**src/rtl/ibd_pkg.sv**
```systemverilog
// ----------------------------------------------------------------------------
// ibd_pkg
// Shared types, constants and pixel math for the icon border desaturate filter.
// ----------------------------------------------------------------------------
package ibd_pkg;

    localparam int PIX_W           = 8;
    localparam int CFG_W           = 13;
    localparam int CFG_IDX_W       = 2;
    localparam int DEFAULT_MAX_DIM = 4096;
    localparam int MIN_DIM         = 8;
    localparam int DIM_RESET       = 64;
    localparam int TOP_ROWS        = 5;
    localparam int SIDE_COLS       = 4;

    localparam logic [PIX_W-1:0] OPAQUE = 8'hFF;

    typedef enum logic [CFG_IDX_W-1:0] {
        REG_FRAME_WIDTH  = 2'd0,
        REG_FRAME_HEIGHT = 2'd1
    } cfg_reg_t;

    // position of the current pixel within the frame
    typedef struct packed {
        logic border;
        logic last_col;
        logic last_row;
    } pos_flags_t;

    // (min + max) / 2 over the three colour channels
    function automatic logic [PIX_W-1:0] pixel_ave(
        input logic [PIX_W-1:0] r,
        input logic [PIX_W-1:0] g,
        input logic [PIX_W-1:0] b
    );
        logic [PIX_W-1:0] mn;
        logic [PIX_W-1:0] mx;
        logic [PIX_W:0]   sum;
        mn  = (r < g) ? r : g;
        mn  = (mn < b) ? mn : b;
        mx  = (r > g) ? r : g;
        mx  = (mx > b) ? mx : b;
        sum = {1'b0, mn} + {1'b0, mx};
        return sum[PIX_W:1];
    endfunction

    // (ave + c) / 4, never above 127
    function automatic logic [PIX_W-1:0] desat_channel(
        input logic [PIX_W-1:0] ave,
        input logic [PIX_W-1:0] c
    );
        logic [PIX_W:0] sum;
        sum = {1'b0, ave} + {1'b0, c};
        return {1'b0, sum[PIX_W:2]};
    endfunction

endpackage

```
**src/rtl/ibd_cfg.sv**
```systemverilog
// ----------------------------------------------------------------------------
// ibd_cfg
// Frame size registers; keeps the clamped size as the limits the scan uses.
// ----------------------------------------------------------------------------
module ibd_cfg #(
    parameter int MAX_DIM = ibd_pkg::DEFAULT_MAX_DIM,
    parameter int DIM_W   = $clog2(MAX_DIM + 1)
) (
    input  logic                         clk,
    input  logic                         rst_n,
    input  logic                         cfg_valid,
    output logic                         cfg_ready,
    input  logic [ibd_pkg::CFG_IDX_W-1:0] cfg_index,
    input  logic [ibd_pkg::CFG_W-1:0]     cfg_data,
    output logic [DIM_W-1:0]             w_last,
    output logic [DIM_W-1:0]             w_side,
    output logic [DIM_W-1:0]             h_last,
    output logic [DIM_W-1:0]             h_bottom
);

    localparam int CMP_W = (DIM_W > ibd_pkg::CFG_W) ? DIM_W : ibd_pkg::CFG_W;

    localparam logic [DIM_W-1:0] RST_DIM   = DIM_W'(ibd_pkg::DIM_RESET);
    localparam logic [DIM_W-1:0] ONE       = DIM_W'(1);
    localparam logic [DIM_W-1:0] SIDE      = DIM_W'(ibd_pkg::SIDE_COLS);
    localparam logic [DIM_W-1:0] TOP       = DIM_W'(ibd_pkg::TOP_ROWS);

    logic [DIM_W-1:0] w_last_reg,   w_last_next;
    logic [DIM_W-1:0] w_side_reg,   w_side_next;
    logic [DIM_W-1:0] h_last_reg,   h_last_next;
    logic [DIM_W-1:0] h_bottom_reg, h_bottom_next;
    logic [CMP_W-1:0] data_ext;
    logic [DIM_W-1:0] dim_eff;
    logic             wr;

    assign cfg_ready = 1'b1;
    assign wr        = cfg_valid;
    assign data_ext  = CMP_W'(cfg_data);

    always_comb
    begin
        if (data_ext < CMP_W'(ibd_pkg::MIN_DIM))
            dim_eff = DIM_W'(ibd_pkg::MIN_DIM);
        else if (data_ext > CMP_W'(MAX_DIM))
            dim_eff = DIM_W'(MAX_DIM);
        else
            dim_eff = data_ext[DIM_W-1:0];
    end

    always_comb
    begin
        w_last_next   = w_last_reg;
        w_side_next   = w_side_reg;
        h_last_next   = h_last_reg;
        h_bottom_next = h_bottom_reg;
        if (wr)
        begin
            case (cfg_index)
                ibd_pkg::REG_FRAME_WIDTH:
                begin
                    w_last_next = dim_eff - ONE;
                    w_side_next = dim_eff - SIDE;
                end
                ibd_pkg::REG_FRAME_HEIGHT:
                begin
                    h_last_next   = dim_eff - ONE;
                    h_bottom_next = dim_eff - TOP;
                end
                default: ;  // unknown index: write dropped
            endcase
        end
    end

    always_ff @(posedge clk or negedge rst_n)
    begin
        if (!rst_n)
        begin
            w_last_reg   <= RST_DIM - ONE;
            w_side_reg   <= RST_DIM - SIDE;
            h_last_reg   <= RST_DIM - ONE;
            h_bottom_reg <= RST_DIM - TOP;
        end
        else
        begin
            w_last_reg   <= w_last_next;
            w_side_reg   <= w_side_next;
            h_last_reg   <= h_last_next;
            h_bottom_reg <= h_bottom_next;
        end
    end

    assign w_last   = w_last_reg;
    assign w_side   = w_side_reg;
    assign h_last   = h_last_reg;
    assign h_bottom = h_bottom_reg;

endmodule

```
**src/rtl/ibd_scan.sv**
```systemverilog
// ----------------------------------------------------------------------------
// ibd_scan
// Row and column counters; classifies the current pixel position.
// ----------------------------------------------------------------------------
module ibd_scan #(
    parameter int MAX_DIM = ibd_pkg::DEFAULT_MAX_DIM,
    parameter int DIM_W   = $clog2(MAX_DIM + 1),
    parameter int CNT_W   = $clog2(MAX_DIM)
) (
    input  logic                clk,
    input  logic                rst_n,
    input  logic                advance,
    input  logic [DIM_W-1:0]    w_last,
    input  logic [DIM_W-1:0]    w_side,
    input  logic [DIM_W-1:0]    h_last,
    input  logic [DIM_W-1:0]    h_bottom,
    output ibd_pkg::pos_flags_t flags
);

    logic [CNT_W-1:0] col_reg, col_next;
    logic [CNT_W-1:0] row_reg, row_next;
    logic [DIM_W-1:0] col_ext;
    logic [DIM_W-1:0] row_ext;
    logic             side_col;

    assign col_ext = DIM_W'(col_reg);
    assign row_ext = DIM_W'(row_reg);

    // column 0 is not a side column
    assign side_col = (col_ext >= DIM_W'(1)) && (col_ext <= DIM_W'(ibd_pkg::SIDE_COLS));

    always_comb
    begin
        flags.last_col = (col_ext >= w_last);
        flags.last_row = (row_ext >= h_last);
        flags.border   = (row_ext < DIM_W'(ibd_pkg::TOP_ROWS))
                      || (row_ext > h_bottom)
                      || side_col
                      || (col_ext >= w_side);
    end

    always_comb
    begin
        col_next = col_reg;
        row_next = row_reg;
        if (advance)
        begin
            if (flags.last_col)
            begin
                col_next = '0;
                row_next = flags.last_row ? '0 : row_reg + CNT_W'(1);
            end
            else
            begin
                col_next = col_reg + CNT_W'(1);
            end
        end
    end

    always_ff @(posedge clk or negedge rst_n)
    begin
        if (!rst_n)
        begin
            col_reg <= '0;
            row_reg <= '0;
        end
        else
        begin
            col_reg <= col_next;
            row_reg <= row_next;
        end
    end

`ifndef SYNTHESIS
    a_frame_wrap: assert property (@(posedge clk) disable iff (!rst_n)
        advance && flags.last_col && flags.last_row |=> col_reg == '0 && row_reg == '0)
        else $error("counters did not wrap at frame end");

    a_top_rows_border: assert property (@(posedge clk) disable iff (!rst_n)
        row_ext < DIM_W'(ibd_pkg::TOP_ROWS) |-> flags.border)
        else $error("top row pixel not marked as border");

    a_col_hold: assert property (@(posedge clk) disable iff (!rst_n)
        !advance |=> $stable(col_reg) && $stable(row_reg))
        else $error("counters moved without an accepted word");
`endif

endmodule

```
**src/rtl/icon_border_desaturate_filter.sv**
```systemverilog
// ----------------------------------------------------------------------------
// icon_border_desaturate_filter
// Raster-order BGRA pixel filter: the frame border becomes opaque black and
// every inner pixel is darkened and desaturated, (ave + c) / 4 per channel
// with ave = (min + max) / 2 of its colour channels; alpha passes through.
// One pixel is accepted per clock while the result side does not stall; its
// result is registered and appears in the cycle after it is accepted, held
// in the single output register while the result side stalls. The
// border is rows 0 to 4, the last four rows, columns 1 to 4 and the last
// four columns; column 0 is black only in border rows. frame_end marks the
// last pixel of the frame, after which the counters wrap. Frame size writes
// are clamped to 8..MAX_DIM, are always ready, apply from the next accepted
// pixel on, and do not clear the position counters.
// ----------------------------------------------------------------------------
module icon_border_desaturate_filter #(
    parameter int MAX_DIM = ibd_pkg::DEFAULT_MAX_DIM
) (
    input  logic                          clk,
    input  logic                          rst_n,

    input  logic                          pixel_valid,
    output logic                          pixel_stall,
    input  logic [ibd_pkg::PIX_W-1:0]     in_red,
    input  logic [ibd_pkg::PIX_W-1:0]     in_green,
    input  logic [ibd_pkg::PIX_W-1:0]     in_blue,
    input  logic [ibd_pkg::PIX_W-1:0]     in_alpha,

    output logic                          result_valid,
    input  logic                          result_stall,
    output logic [ibd_pkg::PIX_W-1:0]     out_red,
    output logic [ibd_pkg::PIX_W-1:0]     out_green,
    output logic [ibd_pkg::PIX_W-1:0]     out_blue,
    output logic [ibd_pkg::PIX_W-1:0]     out_alpha,
    output logic                          frame_end,

    input  logic                          cfg_valid,
    output logic                          cfg_ready,
    input  logic [ibd_pkg::CFG_IDX_W-1:0] cfg_index,
    input  logic [ibd_pkg::CFG_W-1:0]     cfg_data
);

    localparam int DIM_W = $clog2(MAX_DIM + 1);
    localparam int CNT_W = $clog2(MAX_DIM);

    logic [DIM_W-1:0]    w_last;
    logic [DIM_W-1:0]    w_side;
    logic [DIM_W-1:0]    h_last;
    logic [DIM_W-1:0]    h_bottom;
    ibd_pkg::pos_flags_t flags;
    logic                load;
    logic [ibd_pkg::PIX_W-1:0] ave;

    logic                      valid_reg, valid_next;
    logic [ibd_pkg::PIX_W-1:0] red_reg, red_next;
    logic [ibd_pkg::PIX_W-1:0] green_reg, green_next;
    logic [ibd_pkg::PIX_W-1:0] blue_reg, blue_next;
    logic [ibd_pkg::PIX_W-1:0] alpha_reg, alpha_next;
    logic                      end_reg, end_next;

    ibd_cfg #(
        .MAX_DIM (MAX_DIM),
        .DIM_W   (DIM_W)
    ) u_cfg (
        .clk       (clk),
        .rst_n     (rst_n),
        .cfg_valid (cfg_valid),
        .cfg_ready (cfg_ready),
        .cfg_index (cfg_index),
        .cfg_data  (cfg_data),
        .w_last    (w_last),
        .w_side    (w_side),
        .h_last    (h_last),
        .h_bottom  (h_bottom)
    );

    ibd_scan #(
        .MAX_DIM (MAX_DIM),
        .DIM_W   (DIM_W),
        .CNT_W   (CNT_W)
    ) u_scan (
        .clk      (clk),
        .rst_n    (rst_n),
        .advance  (load),
        .w_last   (w_last),
        .w_side   (w_side),
        .h_last   (h_last),
        .h_bottom (h_bottom),
        .flags    (flags)
    );

    // output word can be replaced whenever it is empty or being taken
    assign pixel_stall = valid_reg && result_stall;
    assign load        = pixel_valid && !pixel_stall;

    assign ave = ibd_pkg::pixel_ave(in_red, in_green, in_blue);

    always_comb
    begin
        valid_next = valid_reg && result_stall;
        red_next   = red_reg;
        green_next = green_reg;
        blue_next  = blue_reg;
        alpha_next = alpha_reg;
        end_next   = end_reg;
        if (load)
        begin
            valid_next = 1'b1;
            end_next   = flags.last_col && flags.last_row;
            if (flags.border)
            begin
                red_next   = '0;
                green_next = '0;
                blue_next  = '0;
                alpha_next = ibd_pkg::OPAQUE;
            end
            else
            begin
                red_next   = ibd_pkg::desat_channel(ave, in_red);
                green_next = ibd_pkg::desat_channel(ave, in_green);
                blue_next  = ibd_pkg::desat_channel(ave, in_blue);
                alpha_next = in_alpha;
            end
        end
    end

    always_ff @(posedge clk or negedge rst_n)
    begin
        if (!rst_n)
            valid_reg <= 1'b0;
        else
            valid_reg <= valid_next;
    end

    always_ff @(posedge clk)
    begin
        red_reg   <= red_next;
        green_reg <= green_next;
        blue_reg  <= blue_next;
        alpha_reg <= alpha_next;
        end_reg   <= end_next;
    end

    assign result_valid = valid_reg;
    assign out_red      = red_reg;
    assign out_green    = green_reg;
    assign out_blue     = blue_reg;
    assign out_alpha    = alpha_reg;
    assign frame_end    = end_reg;

`ifndef SYNTHESIS
    a_load_gives_word: assert property (@(posedge clk) disable iff (!rst_n)
        pixel_valid && !pixel_stall |=> result_valid)
        else $error("accepted pixel produced no result word");

    a_frame_end_black: assert property (@(posedge clk) disable iff (!rst_n)
        result_valid && frame_end |-> out_alpha == ibd_pkg::OPAQUE && out_red == '0
            && out_green == '0 && out_blue == '0)
        else $error("last pixel of frame is not a border pixel");

    a_inner_dark: assert property (@(posedge clk) disable iff (!rst_n)
        result_valid |-> out_red[ibd_pkg::PIX_W-1] == 1'b0
            && out_green[ibd_pkg::PIX_W-1] == 1'b0 && out_blue[ibd_pkg::PIX_W-1] == 1'b0)
        else $error("colour channel above half scale");
`endif

endmodule
```
**config.mk**
```make
export PLATFORM = sky130hd
export DESIGN_NAME = icon_border_desaturate_filter
export DESIGN_NICKNAME = d
export VERILOG_FILES = /design/src/rtl/ibd_pkg.sv /design/src/rtl/ibd_cfg.sv /design/src/rtl/ibd_scan.sv /design/src/rtl/icon_border_desaturate_filter.sv
export SDC_FILE = /design/constraint.sdc
export NUM_CORES = 1
export LEC_CHECK = 0
export BUFFER_PORTS_ARGS = -buffer_cell sky130_fd_sc_hd__buf_2
export CAP_MARGIN = 20
export CORE_ASPECT_RATIO = 0.8
export CORE_UTILIZATION = 60
export DETAILED_ROUTE_END_ITERATION = 7
export GPL_TIMING_DRIVEN = 0
export MAX_ROUTING_LAYER = met4
export PLACE_DENSITY = 0.81
export SYNTH_ARGS = -nofsm -noshare
export SYNTH_HDL_FRONTEND = slang
export SYNTH_SLANG_ARGS = --single-unit
```
**constraint.sdc**
```tcl
create_clock -name clk -period 5.3 [get_ports clk]
set_input_delay 0.265 -clock clk [delete_from_list [all_inputs] [get_ports clk]]
set_output_delay 0.265 -clock clk [all_outputs]
set_load 0.02 [all_outputs]
```
## After elaboration in Yosys (flattened, before gate mapping)

Index checks and enable logic that the tools add are counted.
Widths: inputs -> output; s select.

| word-level totals | value |
|---|---|
| latch bits | 0 |
| register bits after elaboration | 110 |
| bits in writable memories | 0 |
| input bits | 52 |
| output and inout port bits | 36 |
| memories | 0 |
| word-level logic and storage cells | 59 |
| memory bits (read-only) | 0 |

| cells by class | value |
|---|---|
| multiplexer cells | 9 |
| multiply operators | 0 |
| bitwise logic cells | 0 |
| $lt $le $gt $ge | 13 |
| shift operators | 0 |
| reductions and logical operators | 12 |
| divide/modulo/power cells | 0 |
| add/subtract/negate cells | 9 |
| equal/unequal tests | 1 |

Operator list:

| kind | count |
|---|---|
| $ge 12x13->1 | 3 |
| $add 8x8->9 | 4 |
| $mux 8 | 4 |
| $mux 13 | 2 |
| $sub 13x3->13 const B | 2 |
| $add 12x1->12 const B | 2 |
| $mux 12 | 2 |
| $gt 8x8->1 | 2 |
| $lt 8x8->1 | 2 |
| $gt 12x13->1 | 1 |
| $gt 13x13->1 const B | 1 |
| $lt 13x4->1 const B | 1 |
| $sub 13x1->13 const B | 1 |
| $ge 12x1->1 const B | 1 |
| $le 12x3->1 const B | 1 |
| $lt 12x3->1 const B | 1 |
| $reduce_and 2->1 | 3 |
| $logic_and 1x1->1 | 4 |
| $logic_or 1x1->1 | 3 |
| $eq 2x1->1 const B | 1 |
| $logic_not 2->1 | 1 |
| $logic_not 1->1 | 1 |
| $mux 1 | 1 |

## Longest topological paths before layout

Gate-level depths: netlist of the first run.

| depth | value |
|---|---|
| depth after elaboration | 6 |
| gate-level depth with buffers | 29 |
| gate-level depth less buffers | 29 |

## Modules after synthesis

A second synthesis of the first run with hierarchy kept.

| unflattened totals | value |
|---|---|
| cell total of the unflattened synthesis | 930 |
| area, all modules | 8282.9 um^2 |

Modules (own cells, without submodules):

| module | area an instance (um^2) | instances | cells an instance | sequential area each (um^2) |
|---|---|---|---|---|
| icon_border_desaturate_filter | 2999.1 | 1 | 317 | 925.9 |
| ibd_cfg | 2745.1 | 1 | 311 | 1275.0 |
| ibd_scan | 2538.7 | 1 | 302 | 600.6 |

## Least setup slack after synthesis of the first run

No wires, ideal clock.

| timing path | value |
|---|---|
| path kind | input port to flip-flop |
| from | in in_green[5] in the netlist's numbering |
| to | reg blue_reg (netlist bit out_blue[6]) (data pin) |
| setup time | 266 ps |
| arrival time | 5420 ps |
| required time | 5034 ps |
| stages on the path | 28 |
| slack | -386 ps |
| path buffers | 2 |
| path through | inv_1 > ha_1 > a211oi_1 > o21bai_1 > nor2_1 > clkbuf_1 > nand2_1 > o21ai_0 > ha_1 > a2111o_1 > or3b_1 > a21oi_2 > buf_2 > o21ai_0 > ha_1 > nor2b_1 > o21ai_0 > nand2b_1 > a21o_1 > a21oi_1 > xnor2_1 > ha_1 > nand3_1 > o2111ai_1 > a21oi_1 > inv_1 > a21oi_1 > nor2_1 |

| on the way | value |
|---|---|
| word-level cells in the longest chain between the ends | 6 |
| elaborated cells between the ends (all ways) | 10 |
| those cells by class | add/sub (2); order compare (4); mux (4) |

RTL lines:

| item | line | source |
|---|---|---|
| from (decl) | icon_border_desaturate_filter.sv:24 | `input logic [ibd_pkg::PIX_W-1:0] in_green,` |
| $lt 8x8->1 / $gt 8x8->1 (equally long branches) | ibd_pkg.sv:39, ibd_pkg.sv:41 |  |
| $mux 8, on equally long branches | ibd_pkg.sv:39, ibd_pkg.sv:41 |  |
| $lt 8x8->1 / $gt 8x8->1 (equally long branches) | ibd_pkg.sv:40, ibd_pkg.sv:42 |  |
| $mux 8, on equally long branches | ibd_pkg.sv:40, ibd_pkg.sv:42 |  |
| $add 8x8->9 (*) | ibd_pkg.sv:43 | `sum = {1'b0, mn} + {1'b0, mx};` |
| $add 8x8->9 (*) | ibd_pkg.sv:53 | `sum = {1'b0, ave} + {1'b0, c};` |
| to (signal assigned) | icon_border_desaturate_filter.sv:138 | `blue_reg <= blue_next;` |
| to (decl) | icon_border_desaturate_filter.sv:56 | `logic [ibd_pkg::PIX_W-1:0] blue_reg, blue_next;` |

Every way passes the cells marked *; elsewhere a longest branch is shown, timed or not.
A chain may end at the register's enable or synchronous reset.

## Worst setup path after layout of the first run

| timing path | value |
|---|---|
| from | in in_green[2] in the netlist's numbering |
| to | reg green_reg (netlist bit out_green[3]) (data pin) |

| on the way | value |
|---|---|
| word-level cells in the longest chain between the ends | 6 |
| elaborated cells between the ends (all ways) | 10 |
| those cells by class | add/sub (2); order compare (4); mux (4) |

RTL lines:

| item | line | source |
|---|---|---|
| $lt 8x8->1 / $gt 8x8->1 (equally long branches) | ibd_pkg.sv:39, ibd_pkg.sv:41 |  |
| $mux 8, on equally long branches | ibd_pkg.sv:39, ibd_pkg.sv:41 |  |
| $lt 8x8->1 / $gt 8x8->1 (equally long branches) | ibd_pkg.sv:40, ibd_pkg.sv:42 |  |
| $mux 8, on equally long branches | ibd_pkg.sv:40, ibd_pkg.sv:42 |  |
| $add 8x8->9 | ibd_pkg.sv:43 |  |
| $add 8x8->9 (*) | ibd_pkg.sv:53 |  |
| to (signal assigned) | icon_border_desaturate_filter.sv:137 | `green_reg <= green_next;` |
| to (decl) | icon_border_desaturate_filter.sv:55 | `logic [ibd_pkg::PIX_W-1:0] green_reg, green_next;` |

Marks and branches as above.

==> results of run 1 <==
power by group through the flow:
stage                     clock network [uW]  registers (uW)  logic, uW
final                                    734            1130       2950
after floorplan                            0            1130       1410
after CTS                                737            1120       2210
after global routing                     767            1140       3130
after detailed placement                   0            1130       1890
after global placement                     0            1120       1800
cells in the final DEF (no fill, tap or decap), drive strengths merged, types with 4 or more instances in the layout:
cell | netlist | layout
conb | 2 | 4
inv | 85 | 85
o22ai | 4 | 4
a21o | 19 | 19
o2111ai | 5 | 5
and3 | 9 | 9
clkbuf | 18 | 27
o21ai | 91 | 91
mux2 | 8 | 8
or3 | 4 | 4
nor2b | 20 | 20
ha | 106 | 106
dfstp | 19 | 19
or2 | 10 | 10
a211oi | 7 | 7
xnor2 | 26 | 26
nand2 | 95 | 95
o211ai | 5 | 5
a21oi | 50 | 50
o21ba | 4 | 4
nor3 | 12 | 12
a22o | 12 | 12
dfrtp | 56 | 56
buf | 9 | 131
o21a | 6 | 6
nand3 | 16 | 16
o31ai | 4 | 4
edfxtp | 30 | 30
xor2 | 22 | 22
nand2b | 10 | 10
a31oi | 6 | 6
nor2 | 75 | 75
nand4 | 11 | 11
repair_timing:
item                                    4_1_cts  5_1_grt
resized for setup                            62       62
endpoints found under the hold margin        11        0
setup buffers                                17       23
pin swaps                                    35       42
hold buffers                                  1        0
endpoints found under the setup margin       16       17
per-layer routing:
layer  GRT usage, %  share of wire [%]  vias to the layer above
met5              -                  0                        -
li1               -                  -                     3413
met1           46.9                 41                     3624
met3           5.29                9.0                      166
met4           11.2                5.4                        0
met2           52.0                 45                      488
Yosys cell counts (4+ instances only):
cell         n  area share, %
clkbuf_1    18           0.84
nand2b_1     9           0.70
a21o_1      19            1.8
a22o_1      12            1.3
or2_1        7           0.55
o31ai_1      4           0.37
o21ai_0     72            4.5
nand4_1     11           0.86
o21ai_1     16            1.0
ha_1       106             17
nand3_1     15           0.94
nor2_1      74            3.5
mux2_2       8            1.1
o21a_1       6           0.56
dfrtp_1     56             17
edfxtp_1    30             11
a21oi_1     48            3.0
a31oi_1      6           0.47
o2111ai_1    5           0.55
dfstp_2     19            6.2
a211oi_1     5           0.47
inv_1       85            4.0
buf_4        5           0.47
o21ba_2      4           0.50
xnor2_1     26            2.8
xor2_1      22            2.4
nor3_1      12           0.75
and3_1       8           0.62
nor2b_1     20            1.6
nand2_1     94            4.4
worst max path at each step:
stage	startpoint	endpoint	slack [ns]	depth (start not counted)
after floorplan	in_green[1]	out_blue[6]	0.0007	28
after global placement	in_green[5]	out_red[6]	-0.76	27
after detailed placement	in_green[6]	out_red[6]	-0.89	27
after CTS	in_green[5]	out_blue[5]	-0.0005	29
after global routing	in_green[2]	out_green[3]	-0.69	30
final	in_green[2]	out_green[3]	-0.60	30
logic make-up after synthesis:
family	synth area share, %
other cells	0.0936
xor+xnor	5.24
simple gates	16.9
fa+ha+maj	16.8
buf+inv	5.61
flops	34.9
compound gates	19.2
mux	1.25
through the flow:
| step | setup WS [ns] | cell area, um2 |
|---|---|---|
| detailed placement | -0.889 | 8790 |
| global route | -0.694 | 10100 |
| CTS | -0.000474 | 9660 |
| floorplan | 0.000746 | 8130 |
| global placement | -0.761 | 8760 |
| finish | -0.600 | 10100 |
cell type report:
type,count,area [um2]
Clock inverter,5,78.8
Multi-Input combinational cell,681,5510
Inverter,85,322
Sequential cell,105,2800
Buffer,27,158
Fill cell,817,2820
Clock buffer,11,243
Tap cell,175,219
Timing Repair Buffer,121,811
==> run metrics, run 1 <==
Crit Reg-Reg Endpoint out_green[4]; share of layout cells above drive strength 1 27.3%; Synth async-reset ratio 71.4%; CTS tree built; failing checks negative setup slack; Power Density 474 nW/um2; Max Root-Sink Buffers 2; Syn Std Cell Area 8020 um2; Pwr Total 4810 uW; Endpoint, Worst Hold result_valid; slowest cell on the critical path o41a_1; DR pass1 iterations 8; WL/cell 21.2 um; Placed Cells 1156; PortBufs 82; final period utilization 111%; clock power share 15.3%; Post-synth EDFFs 30; core area 13000 um2; WHS Path Cells 2; worst setup margin -0.600 ns; post-synthesis cell type count 76; Peak VDD IR 0.301 mV; worst skew pair latency 0.36 ns; Final Wtd Congestion 0.954; diode count 0; register clock-pin slew on the reported worst setup and hold paths 0.07 ns; FMAX 169 MHz; flop-to-flop setup slack 2.11 ns; Max Cap Viol 0; pin count of the biggest net entering global routing 59; initial antenna violation count 0; DRC viols 0; total track usage 34.2%; Starting Density 61.9%; Initial DRC Count 695; Logic pwr share 61.2%; DP HPWL 15.6 mm; Critical Path Max Stage Delay 0.51 ns; FP Rows 37; worst slew pin tran 1.00 ns; number of global-route vias before repair 7017; DR vias/cell 6.36; global route total overflow 0; NetSw 2040 uW; flip-flop and latch count after synthesis 105; Synth Flop Type dfrtp_1; Reg2Reg Launch Point u_scan.col_reg[0]; Final Critical Period 5.90 ns; Layout area overhead 26.4%; H-tree levels 3; Crit Path Max Fanout 10; min-delay src pixel_valid; sequential fraction of the synthesis area 34.9%; CP Launch Type input port; LEAKAGE 0.00462 uW; Avg Cell Area, Syn 8.96 um2; Hold/Removal Path Class in2reg; CP required 5.40 ns; Core Util, Final 78.3%; CP top delay family compound AO/OA/AOI/OAI gates; status complete, but fails checks; Hold Slack 0.113 ns; WP data arrival 6.00 ns; crit path buf inv count 7; Die Ht 105 um; Die Span X 131 um; Pint 2770 uW; via count 7691; Layout Skew 0.00880 ns; CTS Buf Count 9; synth warn 0; share of power burned in registers 23.5%; WS Path Type in2reg; total negative setup slack -7.12 ns; Slew headroom 33.4%; root buffer cell clkbuf_16; final hold violation count 0; endpoints failing setup 18; endpoint class of the critical path flop; Sw Ratio 42.3%; R2R cell count 12; nets@finish 1189; area of the die 13800 um2; Gate Count Post-Synth 896; first-pass GRT wire length 35.9 mm; RSZ-0062 raised after global routing yes; clk sink count 105; Finished Layout Cells 1210; Antenna Nets Post-Route 0; I/O pin count 88; Final Max Slew Viols 0; most used cell, CP ha_4; WL final 25.7 mm
Note: power is estimated with default switching activity, not from simulation.
==> run 2, diff against run 1 <==
--- a/config.mk
+++ b/config.mk
@@ -8,6 +8,7 @@
 export BUFFER_PORTS_ARGS = -buffer_cell sky130_fd_sc_hd__buf_2
 export CAP_MARGIN = 20
 export CORE_ASPECT_RATIO = 0.8
+export CORE_MARGIN = 4
 export CORE_UTILIZATION = 60
 export DETAILED_ROUTE_END_ITERATION = 7
 export GPL_TIMING_DRIVEN = 0
==> run metrics, run 2 (synthesis gave the netlist of run 1 again) <==
Final Max Slew Viols 0 (unchanged); number of global-route vias before repair 6990 (-0.38%); DR vias/cell 6.40 (+0.61%); status complete, but fails checks; Crit Path Max Fanout 5 (-5); Hold Slack 0.113 ns (-0.0000800 ns); DR pass1 iterations 5 (-3); FP Rows 37 (unchanged); Layout Skew 0.00719 ns (-0.00162 ns); most frequent cells in the layout nand2_1, ha_1, inv_1, buf_2, nor2_1; Max Root-Sink Buffers 2 (unchanged); slowest cell on the critical path a2111oi_4; total negative setup slack -5.04 ns (+2.08 ns); failing checks negative setup slack; Hold/Removal Path Class in2reg; Starting Density 61.9% (unchanged); global route total overflow 0 (unchanged); Layout area overhead 28.4%; Die Ht 111 um (+5.7%); first-pass GRT wire length 36.1 mm (+0.50%); PortBufs 82 (unchanged); WL/cell 22.8 um (+7.3%); root buffer cell clkbuf_16; WS Path Type in2reg; final hold violation count 0 (unchanged); Multi-input gate area 5540 um2 (+0.52%); most common cell after layout, fill and taps aside nand2_1; RSZ-0062 raised after global routing yes; clk sink count 105 (unchanged); endpoints failing setup 16 (-2); LEAKAGE 0.00468 uW (+1.4%); I/O pin count 88 (unchanged); final period utilization 109% (-2.2 points); register clock-pin slew on the reported worst setup and hold paths 0.07 ns (about the same); DRC viols 0 (unchanged); Placed Cells 1156 (unchanged); DP HPWL 15.9 mm (+1.6%); Initial DRC Count 947 (+36%); area of the die 15300 um2 (+11%); Max Cap Viol 0 (unchanged); worst setup margin -0.481 ns (+0.119 ns); worst skew pair latency 0.36 ns (about the same); CTS tree built; Antenna Nets Post-Route 0 (unchanged); nets@finish 1198 (+0.76%); CP Launch Type input port; CP required 5.40 ns (about the same); Peak VDD IR 0.400 mV (+33%); pin count of the biggest net entering global routing 52 (-12%); CTS Buf Count 9 (unchanged); H-tree levels 3 (unchanged); Final Critical Period 5.78 ns (-0.119 ns); via count 7802 (+1.4%); share of layout cells above drive strength 1 28.6% (+1.3 points); WP data arrival 5.88 ns (-0.12 ns); Critical Path Max Stage Delay 0.46 ns (-0.05 ns); initial antenna violation count 1 (+1); Slew headroom 32.5% (-0.91 points); worst slew pin tran 1.01 ns (+0.0136 ns); Finished Layout Cells 1220 (+0.83%); Final Wtd Congestion 0.950 (-0.49%); endpoint class of the critical path flop; total track usage 30.8% (-3.4 points); core area 13000 um2 (unchanged); Power Density 469 nW/um2 (-1.0%); FMAX 173 MHz (+2.1%); pre-CTS setup slack -0.885 ns (+0.00338 ns); Die Span X 137 um (+4.6%); fill cell count 750 (-8.2%); register area 2800 um2 (unchanged); WL final 27.8 mm (+8.2%)
## run 2: final timing paths
kind	cells after the start	slack (ns)	start	end
max	30	-0.48	in_green[7]	out_green[4]
max in group asynchronous	3	4.30	rst_n	u_cfg.w_last[3]
max reg2reg	11	1.89	u_scan.row_reg[3]	out_red[2]
min in group asynchronous	2	0.38	rst_n	u_cfg.h_bottom[9]
min	2	0.11	pixel_valid	result_valid
min reg2reg	2	0.49	u_cfg.h_bottom[3]	u_cfg.h_bottom[3]
## run 2: report_power, final
group	internal (uW)	switching (uW)	total [uW]
clock	417	320	738
combinational	1360	1610	2970
sequential	1000	128	1130
total	2780	2060	4840
## run 2: final cells by class
class | instances | share of cell area (%)
Antenna cell | 1 | 0.0243
Buffer | 27 | 1.49
Clock buffer | 10 | 2.22
Clock inverter | 6 | 0.874
Inverter | 85 | 3.24
Multi-Input combinational cell | 681 | 53.8
Sequential cell | 105 | 27.2
Tap cell | 175 | 2.12
Timing Repair Buffer | 130 | 9.06
## run 2: per-layer routing
metal  up-vias  GRT usage (%)  wire [um]
met3       156           6.05       2930
met4         0           7.65       1450
met1      3658           43.3      10700
li1       3419              -          -
met2       569           45.9      12600
met5         -              -          0
## run 2: worst max-delay path: cells and delay by family
| family | cells | cell delay [ns] |
|---|---|---|
| compound gates | 7 | 1.76 |
| xor+xnor | 2 | 0.27 |
| fa+ha+maj | 4 | 1.22 |
| buf+inv | 7 | 0.85 |
| simple gates | 10 | 1.51 |
## run 2: timing repair
item	in CTS	in global routing
resized for setup	63	87
endpoints found under the hold margin	14	0
cloned	0	1
buffers inserted	24	22
hold buffers	1	0
pin swaps	43	36
endpoints found under the setup margin	15	18
## run 2: through the flow
step	cell area (um2)	util, %	power [uW]
CTS	9700	74.9	4110
floorplan	8130	-	2540
finish	10300	79.5	4840
global placement	8760	67.6	2920
global route	10300	79.5	5060
detailed placement	8790	67.8	3000
==> run 3, diff against run 2 <==
--- a/config.mk
+++ b/config.mk
@@ -14,6 +14,8 @@
 export GPL_TIMING_DRIVEN = 0
 export MAX_ROUTING_LAYER = met4
 export PLACE_DENSITY = 0.81
+export SETUP_SLACK_MARGIN = 0.05
+export SKIP_LAST_GASP = 1
 export SYNTH_ARGS = -nofsm -noshare
 export SYNTH_HDL_FRONTEND = slang
 export SYNTH_SLANG_ARGS = --single-unit
==> run metrics, run 3 (synthesis gave the netlist of run 1 again) <==
Final Wtd Congestion 0.965 (+1.6%); Initial DRC Count 887 (-6.3%); failing checks negative setup slack; area of the die 15300 um2 (unchanged); DP HPWL 15.7 mm (-1.2%); fill cell count 835 (+11%); Antenna Nets Post-Route 0 (unchanged); worst setup margin -0.388 ns (+0.0934 ns); Starting Density 61.9% (unchanged); WS Path Type in2reg; CP top delay family compound AO/OA/AOI/OAI gates; Slew headroom 37.8% (+5.3 points); Die Span X 137 um (unchanged); nets@finish 1186 (-1.0%); root buffer cell clkbuf_16; endpoint class of the critical path flop; Final Critical Period 5.69 ns (-0.0934 ns); CTS tree built; DRC viols 0 (unchanged); WL/cell 20.5 um (-9.9%); CTS Buf Count 9 (unchanged); pre-CTS setup slack -0.882 ns (+0.00380 ns); Crit Path Max Fanout 8 (+3); Placed Cells 1156 (unchanged); Hold/Removal Path Class in2reg; share of layout cells above drive strength 1 28.1% (-0.54 points); FMAX 176 MHz (+1.6%); core area 13000 um2 (unchanged); Final Max Slew Viols 0 (unchanged); Critical Path Max Stage Delay 0.43 ns (-0.03 ns); LEAKAGE 0.00463 uW (-1.2%); CP Launch Type input port; via count 7506 (-3.8%); Pwr Total 4590 uW (-5.1%); Power Density 451 nW/um2 (-3.8%); Die Ht 111 um (unchanged); status complete, but fails checks; H-tree levels 3 (unchanged); final hold violation count 0 (unchanged); I/O pin count 88 (unchanged); initial antenna violation count 1 (unchanged); register clock-pin slew on the reported worst setup and hold paths 0.08 ns (about the same); CP required 5.41 ns (about the same); DR pass1 iterations 5 (unchanged); WL final 24.8 mm (-11%); total negative setup slack -3.72 ns (+1.32 ns); PortBufs 82 (unchanged); pin count of the biggest net entering global routing 50 (-3.8%); endpoints failing setup 15 (-1); first-pass GRT wire length 34.0 mm (-5.8%); worst slew pin tran 0.933 ns (-0.0801 ns); number of global-route vias before repair 6661 (-4.7%); most frequent cells in the layout nand2_1, ha_1, inv_1, buf_2, nor2_1; Layout Skew 0.0134 ns (+0.00617 ns); final period utilization 107% (-1.8 points); Max Root-Sink Buffers 2 (unchanged); global route total overflow 0 (unchanged); clk sink count 105 (unchanged); total track usage 28.7% (-2.1 points); worst skew pair latency 0.37 ns (about the same); register area 2800 um2 (unchanged); slowest cell on the critical path a2111o_1; FP Rows 37 (unchanged); Multi-input gate area 5490 um2 (-0.88%); RSZ-0062 raised after global routing yes; WP data arrival 5.80 ns (-0.08 ns); Max Cap Viol 0 (unchanged); Layout area overhead 26.7%; Peak VDD IR 0.282 mV (-30%); Core Util, Final 78.4% (-1.1 points); DR vias/cell 6.21 (-2.8%); Finished Layout Cells 1208 (-0.98%); crit path buf inv count 8 (+1); most common cell after layout, fill and taps aside nand2_1
[run 3: worst register-to-register path: cells and delay by family, from the launching register on]
kind                     cells  cell delay, ns
flip-flops                   1            0.53
buffers and inverters        3            0.56
AO/OA/AOI/OAI                7            1.53
adder cells (fa/ha/maj)      1            0.29
AND/OR/NAND/NOR              1            0.23
[run 3: what timing repair did]
action                     4_1_cts  5_1_grt
gates cloned                     0        1
setup buffers                   14       19
pin swaps                       34       42
resized for setup               56       70
hold buffers                     1        0
hold endpoints to repair        24        0
setup endpoints to repair       17       17
[run 3: per-stage QoR]
step | area [um2] | hold WS, ns
3_5_place_dp | 8840 | 0.213
4_1_cts | 9550 | 0.118
3_3_place_gp | 8810 | 0.462
2_1_floorplan | 8180 | -0.0306
6_report | 10200 | 0.116
5_1_grt | 10200 | 0.120
[run 3: area by class of cell]
cell class              instances  area share (%)
diodes                          1          0.0246
plain buffers                  27            1.51
clock buffers                   9            2.22
clock inverters                 7           0.751
inverters                      85            3.26
multi-input cells             681            54.0
flip-flops and latches        105            27.6
well taps                     175            2.15
repair buffers                118            8.47
[run 3: per-layer routing]
metal | global-route usage, % | vias to the layer above | part of all wire [%]
li1 | - | 3416 | -
met1 | 43.0 | 3521 | 42
met2 | 40.1 | 453 | 44
met3 | 6.14 | 116 | 9.6
met4 | 5.85 | 0 | 4.4
met5 | - | - | 0
[run 3: path summary, 6_finish.rpt]
| kind | end | start | slack [ns] | depth (start not counted) |
|---|---|---|---|---|
| max | out_red[6] | in_green[5] | -0.39 | 31 |
| min | result_valid | pixel_valid | 0.12 | 2 |
| max reg2reg | out_red[0] | u_cfg.h_bottom[3] | 1.99 | 12 |
| min reg2reg | u_cfg.w_side[5] | u_cfg.w_side[5] | 0.48 | 2 |
| max in group asynchronous | u_cfg.h_last[3] | rst_n | 4.30 | 3 |
| min in group asynchronous | u_scan.col_reg[7] | rst_n | 0.37 | 2 |
[run 3: power by group]
part	leakage [uW]	switching, uW	internal, uW	total (uW)
combinational	0.00328	1480	1300	2790
clock	0.000149	354	337	691
sequential	0.00120	107	1000	1110
total	0.00463	1950	2640	4590
